<file path="src/rtl/hashed_process_uuid_macros.svh">
// Assertion macros used by the back end of the process UUID hasher.
`ifndef HASHED_PROCESS_UUID_MACROS_SVH
`define HASHED_PROCESS_UUID_MACROS_SVH

`ifndef SYNTH
// Checked property, ignored while reset is held.
`define HPU_ASSERT(lbl, clk, rstn, prop, msg) \
  lbl: assert property (@(posedge clk) disable iff (!rstn) prop) else $error(msg);
// Checked property, also during reset.
`define HPU_ASSERT_ALWAYS(lbl, clk, prop, msg) \
  lbl: assert property (@(posedge clk) prop) else $error(msg);
`else
`define HPU_ASSERT(lbl, clk, rstn, prop, msg)
`define HPU_ASSERT_ALWAYS(lbl, clk, prop, msg)
`endif

`endif

</file>
<file path="src/rtl/hpu_pkg.sv">
// Types, constants and SHA-256 helper functions for the process UUID hasher.
package hpu_pkg;

  typedef logic [31:0] word_t;
  typedef word_t [0:7]  hstate_t;
  typedef word_t [0:15] msg_t;
  typedef logic [127:0] uuid_t;

  localparam int CFG_IDX_W = 1;
  typedef enum logic [CFG_IDX_W-1:0] {
    REG_BOOT_ID_HIGH = 1'b0,
    REG_BOOT_ID_LOW  = 1'b1
  } cfg_reg_t;

  localparam int MSG_BYTES  = 40;
  localparam int ROUNDS     = 64;
  localparam int LAST       = ROUNDS - 1;

  localparam int QUEUE_DEPTH = 4;
  localparam int QPTR_W      = $clog2(QUEUE_DEPTH);
  localparam int QCNT_W      = $clog2(QUEUE_DEPTH + 1);

  localparam int OBUF_DEPTH = 2;
  localparam int OBUF_PTR_W = $clog2(OBUF_DEPTH);
  localparam int OBUF_CNT_W = $clog2(OBUF_DEPTH + 1);

  localparam logic [7:0] VER_MASK = 8'h0F;
  localparam logic [7:0] VER_BITS = 8'h80;
  localparam logic [7:0] VAR_MASK = 8'h3F;
  localparam logic [7:0] VAR_BITS = 8'h80;

  localparam word_t PAD_WORD = 32'h8000_0000;
  localparam word_t LEN_WORD = 32'(MSG_BYTES * 8);

  localparam hstate_t INIT_H = '{
    32'h6a09e667, 32'hbb67ae85, 32'h3c6ef372, 32'ha54ff53a,
    32'h510e527f, 32'h9b05688c, 32'h1f83d9ab, 32'h5be0cd19
  };

  localparam word_t K_TABLE [ROUNDS] = '{
    32'h428a2f98, 32'h71374491, 32'hb5c0fbcf, 32'he9b5dba5,
    32'h3956c25b, 32'h59f111f1, 32'h923f82a4, 32'hab1c5ed5,
    32'hd807aa98, 32'h12835b01, 32'h243185be, 32'h550c7dc3,
    32'h72be5d74, 32'h80deb1fe, 32'h9bdc06a7, 32'hc19bf174,
    32'he49b69c1, 32'hefbe4786, 32'h0fc19dc6, 32'h240ca1cc,
    32'h2de92c6f, 32'h4a7484aa, 32'h5cb0a9dc, 32'h76f988da,
    32'h983e5152, 32'ha831c66d, 32'hb00327c8, 32'hbf597fc7,
    32'hc6e00bf3, 32'hd5a79147, 32'h06ca6351, 32'h14292967,
    32'h27b70a85, 32'h2e1b2138, 32'h4d2c6dfc, 32'h53380d13,
    32'h650a7354, 32'h766a0abb, 32'h81c2c92e, 32'h92722c85,
    32'ha2bfe8a1, 32'ha81a664b, 32'hc24b8b70, 32'hc76c51a3,
    32'hd192e819, 32'hd6990624, 32'hf40e3585, 32'h106aa070,
    32'h19a4c116, 32'h1e376c08, 32'h2748774c, 32'h34b0bcb5,
    32'h391c0cb3, 32'h4ed8aa4a, 32'h5b9cca4f, 32'h682e6ff3,
    32'h748f82ee, 32'h78a5636f, 32'h84c87814, 32'h8cc70208,
    32'h90befffa, 32'ha4506ceb, 32'hbef9a3f7, 32'hc67178f2
  };

  function automatic word_t rotr(word_t x, int n);
    return word_t'({x, x} >> n);
  endfunction

  function automatic word_t bswap(word_t x);
    return {x[7:0], x[15:8], x[23:16], x[31:24]};
  endfunction

  // One compression round; element 0 is a, element 7 is h.
  function automatic hstate_t sha_round(hstate_t s, word_t k, word_t w);
    word_t   a;
    word_t   e;
    word_t   t1;
    word_t   t2;
    hstate_t r;
    a  = s[0];
    e  = s[4];
    t1 = s[7] + (rotr(e, 6) ^ rotr(e, 11) ^ rotr(e, 25)) +
         ((e & s[5]) ^ (~e & s[6])) + k + w;
    t2 = (rotr(a, 2) ^ rotr(a, 13) ^ rotr(a, 22)) +
         ((a & s[1]) ^ (a & s[2]) ^ (s[1] & s[2]));
    r[7] = s[6];
    r[6] = s[5];
    r[5] = s[4];
    r[4] = s[3] + t1;
    r[3] = s[2];
    r[2] = s[1];
    r[1] = s[0];
    r[0] = t1 + t2;
    return r;
  endfunction

  // Slide the 16-word schedule window by one and append the next word.
  function automatic msg_t sched_shift(msg_t win);
    word_t s0;
    word_t s1;
    msg_t  r;
    s0 = rotr(win[1], 7) ^ rotr(win[1], 18) ^ (win[1] >> 3);
    s1 = rotr(win[14], 17) ^ rotr(win[14], 19) ^ (win[14] >> 10);
    for (int j = 0; j < 15; j++) begin
      r[j] = win[j + 1];
    end
    r[15] = win[0] + s0 + win[9] + s1;
    return r;
  endfunction

  // Final add of the first four digest words, then version and variant bits.
  function automatic uuid_t make_uuid(hstate_t s);
    logic [63:0] hi;
    logic [63:0] lo;
    hi = {s[0] + INIT_H[0], s[1] + INIT_H[1]};
    lo = {s[2] + INIT_H[2], s[3] + INIT_H[3]};
    hi[15:8]  = (hi[15:8] & VER_MASK) | VER_BITS;
    lo[63:56] = (lo[63:56] & VAR_MASK) | VAR_BITS;
    return {hi, lo};
  endfunction

endpackage

</file>
<file path="src/rtl/hpu_queue.sv">
// Short block queue between the front end and the round pipeline.
module hpu_queue import hpu_pkg::*; (
  input  logic clk,
  input  logic rst_n,
  input  logic wr_push,
  output logic wr_full,
  input  msg_t wr_data,
  input  logic rd_pop,
  output logic rd_empty,
  output msg_t rd_data
);

  msg_t              mem_r [QUEUE_DEPTH];
  logic [QPTR_W-1:0] wr_ptr_r, wr_ptr_nxt;
  logic [QPTR_W-1:0] rd_ptr_r, rd_ptr_nxt;
  logic [QCNT_W-1:0] cnt_r, cnt_nxt;
  logic              do_wr;
  logic              do_rd;

  assign wr_full  = (cnt_r == QCNT_W'(QUEUE_DEPTH));
  assign rd_empty = (cnt_r == '0);
  assign do_wr    = wr_push && !wr_full;
  assign do_rd    = rd_pop && !rd_empty;
  assign rd_data  = mem_r[rd_ptr_r];

  always_comb begin
    wr_ptr_nxt = do_wr ? wr_ptr_r + 1'b1 : wr_ptr_r;
    rd_ptr_nxt = do_rd ? rd_ptr_r + 1'b1 : rd_ptr_r;
    cnt_nxt    = cnt_r;
    if (do_wr && !do_rd) begin
      cnt_nxt = cnt_r + 1'b1;
    end else if (do_rd && !do_wr) begin
      cnt_nxt = cnt_r - 1'b1;
    end
  end

  always_ff @(posedge clk) begin
    if (!rst_n) begin
      wr_ptr_r <= '0;
      rd_ptr_r <= '0;
      cnt_r    <= '0;
    end else begin
      wr_ptr_r <= wr_ptr_nxt;
      rd_ptr_r <= rd_ptr_nxt;
      cnt_r    <= cnt_nxt;
    end
  end

  always_ff @(posedge clk) begin
    if (do_wr) begin
      mem_r[wr_ptr_r] <= wr_data;
    end
  end

endmodule

</file>
<file path="config.mk">
export PLATFORM = sky130hd
export DESIGN_NAME = hpu_queue
export DESIGN_NICKNAME = d
export VERILOG_FILES = /design/src/rtl/hashed_process_uuid_macros.svh /design/src/rtl/hpu_pkg.sv /design/src/rtl/hpu_queue.sv
export SDC_FILE = /design/constraint.sdc
export NUM_CORES = 1
export LEC_CHECK = 0
export BUFFER_PORTS_ARGS = -buffer_cell sky130_fd_sc_hd__clkbuf_2
export CORE_UTILIZATION = 45
export CTS_CLUSTER_SIZE = 12
export DETAILED_ROUTE_END_ITERATION = 8
export PLACE_DENSITY = 0.76
export SLEW_MARGIN = 20
export SYNTH_ARGS = -nofsm -noshare
export SYNTH_HDL_FRONTEND = slang
export SYNTH_SLANG_ARGS = --single-unit
</file>
<file path="constraint.sdc">
create_clock -name clk -period 17.82 [get_ports clk]
set_clock_uncertainty 0.2 [all_clocks]
set_input_delay 2.673 -clock clk [delete_from_list [all_inputs] [get_ports clk]]
set_output_delay 2.673 -clock clk [all_outputs]
set_load 0.01 [all_outputs]
</file>
* Word-level counts from Yosys, hierarchy flattened
Memory sizes are Yosys's and may differ from the RTL's. A register that Yosys moved wholly into a read port is not among the register bits.
Index checks and enable logic that the tools add are counted.
** Word-level totals
- RAM bits :: 2048
- Memories :: 1
- Bits of input ports :: 516
- Flip-flop bits (word level) :: 7
- Logic and storage cells :: 25
** Operators by class
- Add/sub/neg operators :: 4
- Equality and inequality tests :: 1
- Muxes and demuxes :: 6
- Reductions and logical operators :: 10
** Memory list
- mem_r :: words 4, bits a word 512, rd ports 1, clocked after memory_dff 1, write ports 1, line hpu_queue.sv:13 : msg_t mem_r [QUEUE_DEPTH];
** Operators by type and width (number)
- $mux W3 :: 2
- $add A2 B1 Y2 const B :: 2
- $logic_and A1 B1 Y1 :: 4
- $logic_not A1 Y1 :: 4
- $mux W2 :: 2
- $add A3 B1 Y3 const B :: 1
- $eq A3 B3 Y1 const B :: 1
- $logic_not A3 Y1 :: 1
- $sub A3 B1 Y3 const B :: 1
- $mux W1 :: 2
- $reduce_bool A2 Y1 :: 1

* Longest topological paths before layout
- Word-level depth :: 7
- Mapped depth :: 9
- Gate-level depth less buffers :: 8

* Least setup slack after synthesis
OpenSTA, ideal clock, no wires.
- Kind :: input to register
- Start :: input port wr_push
- End :: memory mem_r[0][0] in the netlist's numbering, enable pin
- Slack :: 2.061 ns
- Arrival :: 14.616 ns
- Required time :: 16.677 ns
- Stages on the path :: 3
- Cell sequence :: nor2b_1 -> clkbuf_1 -> and2_1
** On the way
- Longest elaborated chain between the ends :: 3
** Ends and longest elaborated chain
- from (decl) :: line hpu_queue.sv:5 : input logic wr_push,
- $logic_and A1 B1 Y1 :: line hpu_queue.sv:22 : assign do_wr = wr_push && !wr_full;
- named net do_wr :: line hpu_queue.sv:17 : logic do_wr;
- $mux W1 :: line hpu_queue.sv:50 : if (do_wr) begin
- $mux W1 (not written as such) :: line hpu_queue.sv:51 : mem_r[wr_ptr_r] <= wr_data;
- to (decl) :: line hpu_queue.sv:13
The timed path passes the listed nets, and every way through them passes these cells.

==> results.md <==
- In the final routing, the length of wire on met1 measures 59600 um.
- The signed area change from the synthesized netlist to the final layout is 17.6%.
- In this run the count of I/O pins placed on the die edge is 1030.
- Synthesis inferred 2057 register bits.
- The clock tree buffer depth is 3.
- In this run switching power makes up 27.4% of total power.
- After synthesis, the largest family of logic cells by area is multiplexers.
- The library cell used most frequently in the layout, excluding fill and tap cells, is sky130_fd_sc_hd__edfxtp_1.
- Of the total synthesized cell area, the portion taken by full adders, half adders and majority gates is 0.111%.
- For this configuration, the core starts out at a cell density of 45.6%.
- The maximum number of pins on one net before global-route repair is 154.
- The routed wire length per instance is 26.9 um.
- The worst IR drop on VDD is 0.129 mV.
- The count of nets after finishing is 4401.
- The clock network power share is 29.7%.
- The initial antenna violation count is 60.
- The post-synthesis cell area is 0.0745 mm^2.
- Summing the areas of all compound-gate instances in the mapped netlist gives 0.0386% of the synthesized area.
- The gate count of the mapped netlist is 2722.
- The worst slew margin relative to its limit is 18.0%.
- The number of nets in the synthesized netlist is 3244.
- The die is 409 um wide.
- The synthesized design devotes to its leading area cell type 82.5% of total area.
- Data arrives at the worst endpoint at 5.29 ns.
- Of the available clock period, the critical path in the final layout requires 45.8%.
- The met2 layer wire length in the routed design is 83100 um.
- The setup slack after placement is 10.27 ns.
- After detailed routing, the total wire length is 166000 um.
- For this design the total switching power over the nets is 3.50 mW.
- After filler insertion, the fill cell instance count of the layout stands at 11.9k.
- The most numerous cell type found on the critical path is sky130_fd_sc_hd__buf_4.
- In this run the tool buffered the top-level ports with 1029 buffer cells.
- After floorplanning, the core was divided into 148 placement rows.
- For the pin with the worst max-slew slack, the measured transition is 1.23 ns.
- The aggregate negative setup slack is 0 ns.
- By area the synthesized netlist is led by sky130_fd_sc_hd__edfxtp_1 (83%), sky130_fd_sc_hd__mux4_2 (15%), sky130_fd_sc_hd__buf_6 (0.47%), sky130_fd_sc_hd__buf_8 (0.40%), sky130_fd_sc_hd__buf_2 (0.34%).
- In this run the standard cell core region covers 0.164 mm^2.
- The number of hold buffers added after cts is 0.
- After detailed routing, no signal wire sits above met5.
- The residual antenna-violating net count after detailed routing is 0.
- The fraction of power consumed by sequential logic is 47.1%.
- In this run the power density over the cells is 146 mW/mm^2.
- The fraction of layout instances using a drive strength above 1 is 45.8%.
- Setup slack on the critical path of the routed design comes to 9.66 ns.
- The number of remaining DRC errors is 0.
- Using the TritonRoute via totals, the vias-per-cell ratio works out to 5.50.
- The met3 wire length is 17700 um.
- The clock latency of the later-clocked register in the worst-skew pair is 0.83 ns.
- The wire length of the first global-routing pass is 239000 um.
- Counting distinct cell types in the post-synthesis netlist gives 25.
- The critical path goes through buf_12 > buf_4 > buf_4 > mux4_2 > clkbuf_2.
- After clock tree synthesis, the clock-pin slew on the worst setup and hold paths is 0.06 ns.
- The worst setup path is launched from a flip-flop.
- The total of endpoints with negative setup slack in the final report is 0.
- Setup repair after global routing left no endpoint under its margin.
- The number of buffers and inverters on the critical path is 4.
- The simple-gate portion of the synthesized area is 0.129%.
- The post-synthesis share of cell area spent on xor and xnor gates is 0.0470%.
- The run finished with clean final reports.
- The average footprint of a synthesized cell is 27.4 um^2.
- Summed over all layers, the global routing overflow is 0.
- The achievable clock frequency is 122 MHz.
- The number of gates resized after CTS was 0.
- The number of iterations in the first detailed-routing pass is 5.
- The iteration-0 DRC count of the detailed router is 2734.
- Detailed routing inserted a total of 34.1k vias.
- The number of warnings printed during yosys synthesis is 0.
- Buffers added to address setup during post-CTS repair amount to 0.
- The die boundary height is 409 um.
- The top cell types in the final layout, fill and taps aside, are sky130_fd_sc_hd__edfxtp_1 (2048), sky130_fd_sc_hd__clkbuf_2 (1029), sky130_fd_sc_hd__mux4_2 (512).
- The top cell type by total area after synthesis is sky130_fd_sc_hd__edfxtp_1.
- The cell type group with the largest total delay on the critical path is buffers and inverters.
- The CTS buffer count is 200.
- In the global route stage, overall resource usage came out at 19.7%.
- The slowest stage of the critical path belongs to the cell sky130_fd_sc_hd__dfxtp_4.
- The cell at the root of the clock tree is sky130_fd_sc_hd__clkbuf_16.
- The count of final hold-check violations is 0.
- CTS built an H-tree with a depth of 4.
- The type of the most critical hold path is reg2reg.
- TritonCTS built the clock tree.
- The number of global-route vias before repair is 35.4k.
- The number of max-slew violations in the final report is 0.
- Max-cap violations in this run came to 0.
- Measured against the total synthesized area, the mux share comes to 15.5%.
- Of all nets on the critical path, the largest fanout is 153.
- The weighted congestion at the end of routability-driven global placement is 0.820.
- The peak per-stage delay on the critical path is 0.96 ns.
- The kind of end point of the critical path is an output pin.
- The internal power summed over all cells is 9.30 mW.
- The worst setup path is of the reg2out kind.
- The minimum period implied by the final worst setup slack is 8.16 ns.
- Summed over all cells, the static leakage comes to 29.0 nW.
- The sink count of the clock tree is 2057.
- Sequential elements use 82.8% of the synthesized area.
- The die area is 0.167 mm^2.
- The fraction of power consumed by combinational cells is 23.2%.
- The HPWL after detailed placement is 102000 um.
- For the worst setup path, the data required time is 14.95 ns.
## metrics by stage
| step | hold slack [ns] | power (mW) | util (%) | area (um^2) | instances |
|---|---|---|---|---|---|
| finish | 0.298 | 12.8 | 53.6 | 87600 | 6191 |
| global route | 0.334 | 13.3 | 53.5 | 87600 | 6171 |
| CTS | 0.299 | 12.9 | 53.5 | 87500 | 6145 |
| detailed placement | 0.290 | 9.12 | 50.0 | 81800 | 5852 |
| global placement | 0.287 | 9.08 | 50.0 | 81800 | 5852 |
| floorplan | 0.268 | 8.28 | - | 74500 | 2722 |
## layout make-up
type	count	area [um^2]	area share, %
clock buffer	256	5330	6.09
multi-input combinational	546	11800	13.5
clock inverter	37	390	0.446
inverter	3	11.3	0.0129
sequential	2057	61700	70.4
tap	2175	2720	3.11
antenna	46	115	0.131
timing repair buffer	1071	5540	6.32
## worst register-to-register path: cells and delay by family (launching register included)
family        cells  cell delay [ns]
buf+inv           3             2.67
simple gates      3             1.45
flops             1             0.46
## per-layer routing
metal | vias to the layer above | global-route usage [%]
met5 | - | 0
met2 | 1509 | 31.9
met3 | 344 | 7.72
met1 | 17900 | 23.5
li1 | 14300 | -
met4 | 28 | 8.07
## kinds of logic (layout without fill, tap and decap cells)
group | count (synthesis) | count (layout)
buffers and inverters | 119 | 1367
XOR/XNOR | 4 | 4
other | 0 | 46
AO/OA/AOI/OAI | 4 | 4
adder cells (fa/ha/maj) | 6 | 6
flip-flops | 2057 | 2057
AND/OR/NAND/NOR | 17 | 17
multiplexers | 515 | 515
## final timing paths
kind,startpoint,to,slack (ns),cells past startpoint
worst max-delay path,flip-flop,rd_data[47],9.66,5
worst min-delay path,wr_ptr_r[1],wr_ptr_r[1],0.30,2
worst max register to register,cnt_r[0],mem_r[1][21],12.58,6
worst min register to register,wr_ptr_r[1],wr_ptr_r[1],0.30,2
## flip-flops by register name (all words and copies together) (netlist names), named ones only
| register | cells |
|---|---|
| mem_r | 2048 |
| cnt_r | 3 |
| rd_ptr_r | 2 |
| wr_ptr_r | 2 |
## cell usage after synthesis
master	n
sky130_fd_sc_hd__a21boi_0	1
sky130_fd_sc_hd__and2_1	8
sky130_fd_sc_hd__buf_12	3
sky130_fd_sc_hd__buf_2	50
sky130_fd_sc_hd__buf_4	3
sky130_fd_sc_hd__buf_6	31
sky130_fd_sc_hd__buf_8	20
sky130_fd_sc_hd__clkbuf_1	9
sky130_fd_sc_hd__dfxtp_1	9
sky130_fd_sc_hd__edfxtp_1	2048
sky130_fd_sc_hd__fa_1	1
sky130_fd_sc_hd__ha_1	5
sky130_fd_sc_hd__inv_1	3
sky130_fd_sc_hd__mux2i_1	3
sky130_fd_sc_hd__mux4_2	512
sky130_fd_sc_hd__nand2_1	4
sky130_fd_sc_hd__nor2b_1	2
sky130_fd_sc_hd__nor3_1	1
sky130_fd_sc_hd__nor3b_1	1
sky130_fd_sc_hd__o21ai_0	1
sky130_fd_sc_hd__o311ai_0	1
sky130_fd_sc_hd__o31ai_1	1
sky130_fd_sc_hd__or3_1	1
sky130_fd_sc_hd__xnor2_1	3
sky130_fd_sc_hd__xor2_1	1
## power groups by stage
| stage | registers (mW) | clock network, mW | logic [mW] |
|---|---|---|---|
| after floorplan | 6.32 | 0 | 1.96 |
| after CTS | 6.03 | 3.89 | 3.02 |
| after detailed placement | 6.12 | 0 | 3.00 |
| after global placement | 6.09 | 0 | 2.99 |
| final | 6.02 | 3.81 | 2.97 |
| after global routing | 6.07 | 4.06 | 3.15 |
(Power assumes the default switching activity.)
