==> src/rtl/hashed_process_uuid_macros.svh <==
// Assertion macros used by the back end of the process UUID hasher.
`ifndef HASHED_PROCESS_UUID_MACROS_SVH
`define HASHED_PROCESS_UUID_MACROS_SVH

`ifndef SYNTH
// Checked property, ignored while reset is held.
`define HPU_ASSERT(lbl, clk, rstn, prop, msg) \
  lbl: assert property (@(posedge clk) disable iff (!rstn) prop) else $error(msg);
// Checked property, also during reset.
`define HPU_ASSERT_ALWAYS(lbl, clk, prop, msg) \
  lbl: assert property (@(posedge clk) prop) else $error(msg);
`else
`define HPU_ASSERT(lbl, clk, rstn, prop, msg)
`define HPU_ASSERT_ALWAYS(lbl, clk, prop, msg)
`endif

`endif

==> src/rtl/hpu_pkg.sv <==
// Types, constants and SHA-256 helper functions for the process UUID hasher.
package hpu_pkg;

  typedef logic [31:0] word_t;
  typedef word_t [0:7]  hstate_t;
  typedef word_t [0:15] msg_t;
  typedef logic [127:0] uuid_t;

  localparam int CFG_IDX_W = 1;
  typedef enum logic [CFG_IDX_W-1:0] {
    REG_BOOT_ID_HIGH = 1'b0,
    REG_BOOT_ID_LOW  = 1'b1
  } cfg_reg_t;

  localparam int MSG_BYTES  = 40;
  localparam int ROUNDS     = 64;
  localparam int LAST       = ROUNDS - 1;

  localparam int QUEUE_DEPTH = 4;
  localparam int QPTR_W      = $clog2(QUEUE_DEPTH);
  localparam int QCNT_W      = $clog2(QUEUE_DEPTH + 1);

  localparam int OBUF_DEPTH = 2;
  localparam int OBUF_PTR_W = $clog2(OBUF_DEPTH);
  localparam int OBUF_CNT_W = $clog2(OBUF_DEPTH + 1);

  localparam logic [7:0] VER_MASK = 8'h0F;
  localparam logic [7:0] VER_BITS = 8'h80;
  localparam logic [7:0] VAR_MASK = 8'h3F;
  localparam logic [7:0] VAR_BITS = 8'h80;

  localparam word_t PAD_WORD = 32'h8000_0000;
  localparam word_t LEN_WORD = 32'(MSG_BYTES * 8);

  localparam hstate_t INIT_H = '{
    32'h6a09e667, 32'hbb67ae85, 32'h3c6ef372, 32'ha54ff53a,
    32'h510e527f, 32'h9b05688c, 32'h1f83d9ab, 32'h5be0cd19
  };

  localparam word_t K_TABLE [ROUNDS] = '{
    32'h428a2f98, 32'h71374491, 32'hb5c0fbcf, 32'he9b5dba5,
    32'h3956c25b, 32'h59f111f1, 32'h923f82a4, 32'hab1c5ed5,
    32'hd807aa98, 32'h12835b01, 32'h243185be, 32'h550c7dc3,
    32'h72be5d74, 32'h80deb1fe, 32'h9bdc06a7, 32'hc19bf174,
    32'he49b69c1, 32'hefbe4786, 32'h0fc19dc6, 32'h240ca1cc,
    32'h2de92c6f, 32'h4a7484aa, 32'h5cb0a9dc, 32'h76f988da,
    32'h983e5152, 32'ha831c66d, 32'hb00327c8, 32'hbf597fc7,
    32'hc6e00bf3, 32'hd5a79147, 32'h06ca6351, 32'h14292967,
    32'h27b70a85, 32'h2e1b2138, 32'h4d2c6dfc, 32'h53380d13,
    32'h650a7354, 32'h766a0abb, 32'h81c2c92e, 32'h92722c85,
    32'ha2bfe8a1, 32'ha81a664b, 32'hc24b8b70, 32'hc76c51a3,
    32'hd192e819, 32'hd6990624, 32'hf40e3585, 32'h106aa070,
    32'h19a4c116, 32'h1e376c08, 32'h2748774c, 32'h34b0bcb5,
    32'h391c0cb3, 32'h4ed8aa4a, 32'h5b9cca4f, 32'h682e6ff3,
    32'h748f82ee, 32'h78a5636f, 32'h84c87814, 32'h8cc70208,
    32'h90befffa, 32'ha4506ceb, 32'hbef9a3f7, 32'hc67178f2
  };

  function automatic word_t rotr(word_t x, int n);
    return word_t'({x, x} >> n);
  endfunction

  function automatic word_t bswap(word_t x);
    return {x[7:0], x[15:8], x[23:16], x[31:24]};
  endfunction

  // One compression round; element 0 is a, element 7 is h.
  function automatic hstate_t sha_round(hstate_t s, word_t k, word_t w);
    word_t   a;
    word_t   e;
    word_t   t1;
    word_t   t2;
    hstate_t r;
    a  = s[0];
    e  = s[4];
    t1 = s[7] + (rotr(e, 6) ^ rotr(e, 11) ^ rotr(e, 25)) +
         ((e & s[5]) ^ (~e & s[6])) + k + w;
    t2 = (rotr(a, 2) ^ rotr(a, 13) ^ rotr(a, 22)) +
         ((a & s[1]) ^ (a & s[2]) ^ (s[1] & s[2]));
    r[7] = s[6];
    r[6] = s[5];
    r[5] = s[4];
    r[4] = s[3] + t1;
    r[3] = s[2];
    r[2] = s[1];
    r[1] = s[0];
    r[0] = t1 + t2;
    return r;
  endfunction

  // Slide the 16-word schedule window by one and append the next word.
  function automatic msg_t sched_shift(msg_t win);
    word_t s0;
    word_t s1;
    msg_t  r;
    s0 = rotr(win[1], 7) ^ rotr(win[1], 18) ^ (win[1] >> 3);
    s1 = rotr(win[14], 17) ^ rotr(win[14], 19) ^ (win[14] >> 10);
    for (int j = 0; j < 15; j++) begin
      r[j] = win[j + 1];
    end
    r[15] = win[0] + s0 + win[9] + s1;
    return r;
  endfunction

  // Final add of the first four digest words, then version and variant bits.
  function automatic uuid_t make_uuid(hstate_t s);
    logic [63:0] hi;
    logic [63:0] lo;
    hi = {s[0] + INIT_H[0], s[1] + INIT_H[1]};
    lo = {s[2] + INIT_H[2], s[3] + INIT_H[3]};
    hi[15:8]  = (hi[15:8] & VER_MASK) | VER_BITS;
    lo[63:56] = (lo[63:56] & VAR_MASK) | VAR_BITS;
    return {hi, lo};
  endfunction

endpackage

==> src/rtl/hpu_front.sv <==
// Front end: boot id registers, request capture and padded block formatting.
module hpu_front import hpu_pkg::*; (
  input  logic                 clk,
  input  logic                 rst_n,
  input  logic                 cfg_we,
  input  logic [CFG_IDX_W-1:0] cfg_index,
  input  logic [63:0]          cfg_data,
  input  logic                 push,
  output logic                 full,
  input  logic [63:0]          in_namespace_id,
  input  logic [63:0]          in_start_ticks,
  input  logic signed [31:0]   in_group_id,
  output logic                 q_push,
  input  logic                 q_full,
  output msg_t                 q_data
);

  logic [63:0] boot_hi_r, boot_hi_nxt;
  logic [63:0] boot_lo_r, boot_lo_nxt;
  logic        vld_r, vld_nxt;
  msg_t        blk_r;
  msg_t        blk_nxt;
  logic        accept;

  always_comb begin
    boot_hi_nxt = boot_hi_r;
    boot_lo_nxt = boot_lo_r;
    if (cfg_we) begin
      case (cfg_reg_t'(cfg_index))
        REG_BOOT_ID_HIGH: boot_hi_nxt = cfg_data;
        REG_BOOT_ID_LOW:  boot_lo_nxt = cfg_data;
        default: ;
      endcase
    end
  end

  // Hold the request while the queue is full.
  assign full   = vld_r && q_full;
  assign accept = push && !full;
  assign q_push = vld_r;
  assign q_data = blk_r;

  always_comb begin
    blk_nxt     = '0;
    blk_nxt[0]  = boot_hi_r[63:32];
    blk_nxt[1]  = boot_hi_r[31:0];
    blk_nxt[2]  = boot_lo_r[63:32];
    blk_nxt[3]  = boot_lo_r[31:0];
    blk_nxt[4]  = bswap(in_namespace_id[31:0]);
    blk_nxt[5]  = bswap(in_namespace_id[63:32]);
    blk_nxt[6]  = bswap(in_start_ticks[31:0]);
    blk_nxt[7]  = bswap(in_start_ticks[63:32]);
    blk_nxt[8]  = bswap(in_group_id);
    blk_nxt[9]  = {32{in_group_id[31]}};
    blk_nxt[10] = PAD_WORD;
    blk_nxt[15] = LEN_WORD;
  end

  always_comb begin
    vld_nxt = vld_r;
    if (accept) begin
      vld_nxt = 1'b1;
    end else if (q_push && !q_full) begin
      vld_nxt = 1'b0;
    end
  end

  always_ff @(posedge clk) begin
    if (!rst_n) begin
      boot_hi_r <= '0;
      boot_lo_r <= '0;
      vld_r     <= 1'b0;
    end else begin
      boot_hi_r <= boot_hi_nxt;
      boot_lo_r <= boot_lo_nxt;
      vld_r     <= vld_nxt;
    end
  end

  always_ff @(posedge clk) begin
    if (accept) begin
      blk_r <= blk_nxt;
    end
  end

endmodule

==> config.mk <==
export PLATFORM = sky130hd
export DESIGN_NAME = hpu_front
export DESIGN_NICKNAME = d
export VERILOG_FILES = /design/src/rtl/hashed_process_uuid_macros.svh /design/src/rtl/hpu_pkg.sv /design/src/rtl/hpu_front.sv
export SDC_FILE = /design/constraint.sdc
export NUM_CORES = 1
export LEC_CHECK = 0
export BUFFER_PORTS_ARGS = -buffer_cell sky130_fd_sc_hd__buf_4
export CORE_AREA = 10 10 281 283
export CTS_BUF_LIST = sky130_fd_sc_hd__clkbuf_8
export CTS_CLUSTER_SIZE = 10
export DETAILED_ROUTE_END_ITERATION = 12
export DIE_AREA = 0 0 291 293
export GPL_ROUTABILITY_DRIVEN = 0
export SYNTH_ARGS = -nofsm -noshare
export SYNTH_HDL_FRONTEND = slang
export SYNTH_SLANG_ARGS = --single-unit
==> constraint.sdc <==
create_clock -name clk -period 44.7 [get_ports clk]
set_clock_uncertainty 0.05 [all_clocks]
set_input_delay 6.705 -clock clk [delete_from_list [all_inputs] [get_ports clk]]
set_output_delay 6.705 -clock clk [all_outputs]
set_load 0.02 [all_outputs]
Word level (Yosys, flattened, before mapping)
Index checks and enable logic that the tools add are counted.

word-level totals
  RAM bits = 0
  bits of input ports = 230
  bits in registers = 418
  memory bits (read-only) = 0
  memories = 0
  latch bits = 0

cells by class
  reduce and logical (&&, ||, !) cells = 8
  eq/ne operators = 0
  divide/modulo/power cells = 0
  mux-type cells = 2
  $add $sub $neg = 0
  magnitude comparators = 0
  bitwise gates (word level) = 1
  shifts and indexed selects = 0
  multiply operators = 0

operators by type and width
  cell                 count
  $reduce_and A2 Y1    2
  $logic_and A1 B1 Y1  3
  $logic_not A1 Y1     2
  $mux W1              2
  $reduce_bool A2 Y1   1
  $not A1 Y1           1

Depth between registers and ports, before layout
  word-level depth = 4
  mapped depth = 4

Worst setup path before layout
No wires, ideal clock.

  path kind = input to register
  start point = input q_full
  end point = register blk_r (netlist bit q_data[224]), enable pin
  slack = 24.165 ns
  data arrival time = 19.515 ns
  data required time = 43.680 ns
  stages on the path = 2
  setup time = 0.970 ns
  path through = and2_1 > nor2b_1

on the way
  longest elaborated chain between the ends = 3

RTL lines
  item                    RTL line         text
  start: declaration      hpu_front.sv:14  input logic q_full,
  $logic_and A1 B1 Y1     hpu_front.sv:38  assign full = vld_r && q_full;
  $logic_not A1 Y1        hpu_front.sv:39  assign accept = push && !full;
  $logic_and A1 B1 Y1     hpu_front.sv:39
  named net accept        hpu_front.sv:23  logic accept;
  end signal: assignment  hpu_front.sv:82  blk_r <= blk_nxt;
  end: declaration        hpu_front.sv:21  msg_t blk_r;

The timed path passes the listed nets, and every way through them passes these cells.
A chain may end at the register's enable or synchronous reset.

Worst setup path in the final report
  start point = input q_full
  end point = output full

on the way
  longest elaborated chain between the ends = 1

RTL lines
  item                 RTL line         text
  $logic_and A1 B1 Y1  hpu_front.sv:38
  end: declaration     hpu_front.sv:9   output logic full,

No other way between the ends.

==> impl_results.html <==
<table>
<tr><th>Metric</th><th>Value</th></tr>
<tr><th colspan="2">Status</th></tr>
<tr><td>Outcome</td><td>finished, final reports clean</td></tr>
<tr><th colspan="2">Critical path</th></tr>
<tr><td>Crit path capture type</td><td>primary output</td></tr>
<tr><td>Kind of launch point of the worst setup path</td><td>input port</td></tr>
<tr><td>Largest fanout of any net on the critical path</td><td>3</td></tr>
<tr><td>Crit Path Category</td><td>in -&gt; out</td></tr>
<tr><td>Data required time at the worst endpoint</td><td>37940 ps</td></tr>
<tr><td>Endpoint arrival time on the critical path</td><td>7170 ps</td></tr>
<tr><th colspan="2">Pwr</th></tr>
<tr><td>P_leak</td><td>8.91 nW</td></tr>
<tr><td>Part of the power in the clock network</td><td>0.407</td></tr>
<tr><td>Total power divided by cell area</td><td>44.6 nW/um^2</td></tr>
<tr><td>Worst IR Drop VDD</td><td>0.0254 mV</td></tr>
<tr><td>Cell internal power dissipation</td><td>0.697 mW</td></tr>
<tr><td>P_sw</td><td>0.242 mW</td></tr>
<tr><td>Portion of total power attributed to sequential cells</td><td>0.476</td></tr>
<tr><td>Share of total power in combinational logic</td><td>0.117</td></tr>
<tr><td>Switching fraction of total power</td><td>0.258</td></tr>
<tr><th colspan="2">Drt</th></tr>
<tr><td>Number of DRC violations after detailed-routing iteration 0</td><td>377</td></tr>
<tr><td>Vias after detailed routing</td><td>9250</td></tr>
<tr><td>Remaining design rule violation count</td><td>0</td></tr>
<tr><td>Final Routed Wirelength</td><td>51000 um</td></tr>
<tr><td>DRT antenna net count</td><td>0</td></tr>
<tr><td>Vias per Instance</td><td>3.56</td></tr>
<tr><td>Wire length per cell after detailed routing</td><td>19.6 um</td></tr>
<tr><td>First-pass detailed-route iteration total</td><td>4</td></tr>
<tr><th colspan="2">Yosys</th></tr>
<tr><td>Number of flip-flops and latches in the synthesized netlist</td><td>417</td></tr>
<tr><td>Cells after Synth</td><td>1003</td></tr>
<tr><td>Number of unique standard cell types used by synthesis</td><td>13</td></tr>
<tr><td>Post-synthesis instance area</td><td>15200 sq um</td></tr>
<tr><td>Synth top area share</td><td>0.569</td></tr>
<tr><td>Post-synthesis sequential area ratio</td><td>0.738</td></tr>
<tr><td>Count of yosys warnings during synthesis</td><td>0</td></tr>
<tr><td>Biggest area contributors in the synthesized netlist</td><td>sky130_fd_sc_hd__edfxtp_1, sky130_fd_sc_hd__dfxtp_1, sky130_fd_sc_hd__buf_4</td></tr>
<tr><td>Cell taking the most area after synthesis</td><td>sky130_fd_sc_hd__edfxtp_1</td></tr>
<tr><td>Mean cell area of the mapped netlist</td><td>15.2 sq um</td></tr>
<tr><th colspan="2">Clocking</th></tr>
<tr><td>Total of cells resized after clock tree synthesis</td><td>0</td></tr>
<tr><td>Clock latency on the worst-skew pair</td><td>620 ps</td></tr>
<tr><td>Buffers inserted by post-CTS timing repair</td><td>0</td></tr>
<tr><td>Deepest level of the CTS H-tree</td><td>3</td></tr>
<tr><td>Buffer cell driving the clock tree root</td><td>sky130_fd_sc_hd__clkbuf_8</td></tr>
<tr><td>Clock tree from TritonCTS</td><td>done</td></tr>
<tr><td>Maximum clock path buffer count</td><td>3</td></tr>
<tr><td>TritonCTS Buffers</td><td>72</td></tr>
<tr><td>Clk slew on worst S/H paths</td><td>60 ps</td></tr>
<tr><td>Number of clock sinks</td><td>417</td></tr>
<tr><td>Number of buffers inserted by hold repair at cts</td><td>0</td></tr>
<tr><th colspan="2">Die</th></tr>
<tr><td>Area of the die</td><td>85300 sq um</td></tr>
<tr><td>Die X</td><td>291 um</td></tr>
<tr><td>Vertical extent of the die</td><td>293 um</td></tr>
<tr><td>Number of rows in the core area</td><td>100</td></tr>
<tr><td>Initial Utilization</td><td>0.207</td></tr>
<tr><td>Area of the core</td><td>73600 sq um</td></tr>
<tr><td>Ports placed on the boundary</td><td>744</td></tr>
<tr><th colspan="2">Global route</th></tr>
<tr><td>Largest net degree at the start of global routing</td><td>155</td></tr>
<tr><td>Global-route wire length before repair</td><td>70700 um</td></tr>
<tr><td>Antenna violations before repair</td><td>14</td></tr>
<tr><td>Aggregate global-route resource usage</td><td>0.112</td></tr>
<tr><td>Vias in the first global route</td><td>10366</td></tr>
<tr><td>Sum of overflow across all layers after global routing</td><td>0</td></tr>
<tr><th colspan="2">STA</th></tr>
<tr><td>Worst max-slew margin expressed relative to the limit</td><td>0.296</td></tr>
<tr><td>Worst slew pin tran</td><td>1060 ps</td></tr>
<tr><td>Worst hold margin</td><td>370 ps</td></tr>
<tr><td>Maximum operating frequency</td><td>0.0718 GHz</td></tr>
<tr><td>Unrepaired setup endpoints after global routing</td><td>no</td></tr>
<tr><td># setup viols final</td><td>0</td></tr>
<tr><td>Time the final worst path needs with I/O delays and setup</td><td>13930 ps</td></tr>
<tr><td>Final sum of negative setup slack</td><td>0 ps</td></tr>
<tr><td>Share of the clock period used by the worst path</td><td>0.312</td></tr>
<tr><td>Final hold viol count</td><td>0</td></tr>
<tr><td>Number of pins exceeding their max-slew limit in the final report</td><td>0</td></tr>
<tr><th colspan="2">Layout</th></tr>
<tr><td>Net count of the finished layout</td><td>1796</td></tr>
<tr><td>Area growth from synthesis to layout</td><td>38.4%</td></tr>
<tr><td>Layout cell share with drive strength beyond 1</td><td>0.410</td></tr>
<tr><td>Layout Utilization</td><td>0.286</td></tr>
<tr><td>Number of standard cells in the layout, taps in and fillers out</td><td>2601</td></tr>
<tr><th colspan="2">Min path</th></tr>
<tr><td>Type of the worst min-delay path</td><td>reg -&gt; reg</td></tr>
<tr><th colspan="2">Placed design</th></tr>
<tr><td>PortBufs</td><td>551</td></tr>
<tr><td>Instance count after placement with tap cells included</td><td>2461</td></tr>
<tr><td>Sum of net half-perimeters after detailed placement</td><td>39100 um</td></tr>
<tr><th colspan="2">Job</th></tr>
<tr><td>Max-cap violations</td><td>0</td></tr>
</table>
## placed cells by master, fill, tap and decap left out
| cell | n |
|---|---|
| sky130_fd_sc_hd__bufinv_16 | 8 |
| sky130_fd_sc_hd__nor2b_4 | 2 |
| sky130_fd_sc_hd__clkinv_1 | 8 |
| sky130_fd_sc_hd__nand2_1 | 192 |
| sky130_fd_sc_hd__and2_4 | 1 |
| sky130_fd_sc_hd__clkinv_2 | 7 |
| sky130_fd_sc_hd__inv_1 | 20 |
| sky130_fd_sc_hd__o21a_1 | 1 |
| sky130_fd_sc_hd__buf_12 | 1 |
| sky130_fd_sc_hd__edfxtp_1 | 288 |
| sky130_fd_sc_hd__clkinv_8 | 2 |
| sky130_fd_sc_hd__dfxtp_1 | 129 |
| sky130_fd_sc_hd__clkbuf_8 | 83 |
| sky130_fd_sc_hd__buf_4 | 556 |
| sky130_fd_sc_hd__buf_6 | 1 |
| sky130_fd_sc_hd__inv_6 | 2 |
| sky130_fd_sc_hd__inv_8 | 2 |
| sky130_fd_sc_hd__mux2i_1 | 128 |
| sky130_fd_sc_hd__and2_1 | 1 |
| sky130_fd_sc_hd__clkinvlp_4 | 1 |
| sky130_fd_sc_hd__clkinv_4 | 1 |
| sky130_fd_sc_hd__conb_1 | 192 |
| sky130_fd_sc_hd__diode_2 | 6 |
## critical path, stage by stage
cell and delay, ps:
sky130_fd_sc_hd__buf_4 100, sky130_fd_sc_hd__and2_1 190, sky130_fd_sc_hd__buf_4 170
## metal layers
| layer | global-route usage | part of all wire |
|---|---|---|
| met2 | 0.196 | 0.50 |
| met1 | 0.107 | 0.35 |
| met4 | 0.0514 | 0.038 |
| met3 | 0.0592 | 0.11 |
| met5 | 0 | 0.0026 |
## worst paths after layout
check | slack, ps | cells after the start | end | from
max | 30770 | 3 | full | q_full
min reg2reg | 370 | 0 | q_data[458]$_DFFE_PP_ | boot_hi_r[10]$_SDFFE_PN0P_
max reg2reg | 41210 | 5 | q_data[404]$_DFFE_PP_ | q_push$_SDFFE_PN0P_
min | 370 | 0 | q_data[458]$_DFFE_PP_ | boot_hi_r[10]$_SDFFE_PN0P_
## cells in the mapped netlist
cell                       count
sky130_fd_sc_hd__buf_6        13
sky130_fd_sc_hd__buf_2        19
sky130_fd_sc_hd__and2_1        2
sky130_fd_sc_hd__buf_4       225
sky130_fd_sc_hd__edfxtp_1    288
sky130_fd_sc_hd__o21a_1        1
sky130_fd_sc_hd__dfxtp_1     129
sky130_fd_sc_hd__buf_1         1
sky130_fd_sc_hd__mux2i_1     128
sky130_fd_sc_hd__clkbuf_1      1
sky130_fd_sc_hd__nor2b_1       2
sky130_fd_sc_hd__conb_1        2
sky130_fd_sc_hd__nand2_1     192
## logic make-up (layout without fill, tap and decap cells)
kind of cell / count (synthesis) / in the layout / share of synthesized area
mux: 128 / 128 / 0.0842
other cells: 2 / 198 / 0.000494
flops: 417 / 417 / 0.738
buf+inv: 259 / 692 / 0.127
simple gates: 196 / 196 / 0.0490
compound gates: 1 / 1 / 0.000494
## power by group through the flow
stage,clock [mW],sequential [mW],combinational (mW)
detailed placement,0,0.456,0.110
finish,0.383,0.447,0.109
CTS,0.399,0.448,0.111
floorplan,0,0.481,0.0500
global placement,0,0.455,0.109
global route,0.417,0.449,0.116
## layout make-up
| cell class | instances | area [sq um] |
|---|---|---|
| fill | 7545 | 52500 |
| sequential | 417 | 11200 |
| timing repair buffer | 558 | 4210 |
| multi-input combinational | 517 | 2770 |
| tap | 969 | 1210 |
| clock buffer | 83 | 1140 |
| clock inverter | 51 | 469 |
| antenna | 6 | 15.0 |
## registers in the layout (all words and copies together), names as in the netlist
register and cells:
q_push 1, q_data 288, boot_lo_r 64, boot_hi_r 64
## through the flow
step / setup slack, ps / total power, mW / instance area [sq um]
after floorplan: 24160 / 0.531 / 15900
after global placement: 30760 / 0.564 / 19400
after detailed placement: 30770 / 0.566 / 19400
after CTS: 30770 / 0.958 / 21000
after global routing: 30760 / 0.983 / 21000
final: 30770 / 0.940 / 21000
Power figures use the tool's default switching activity.
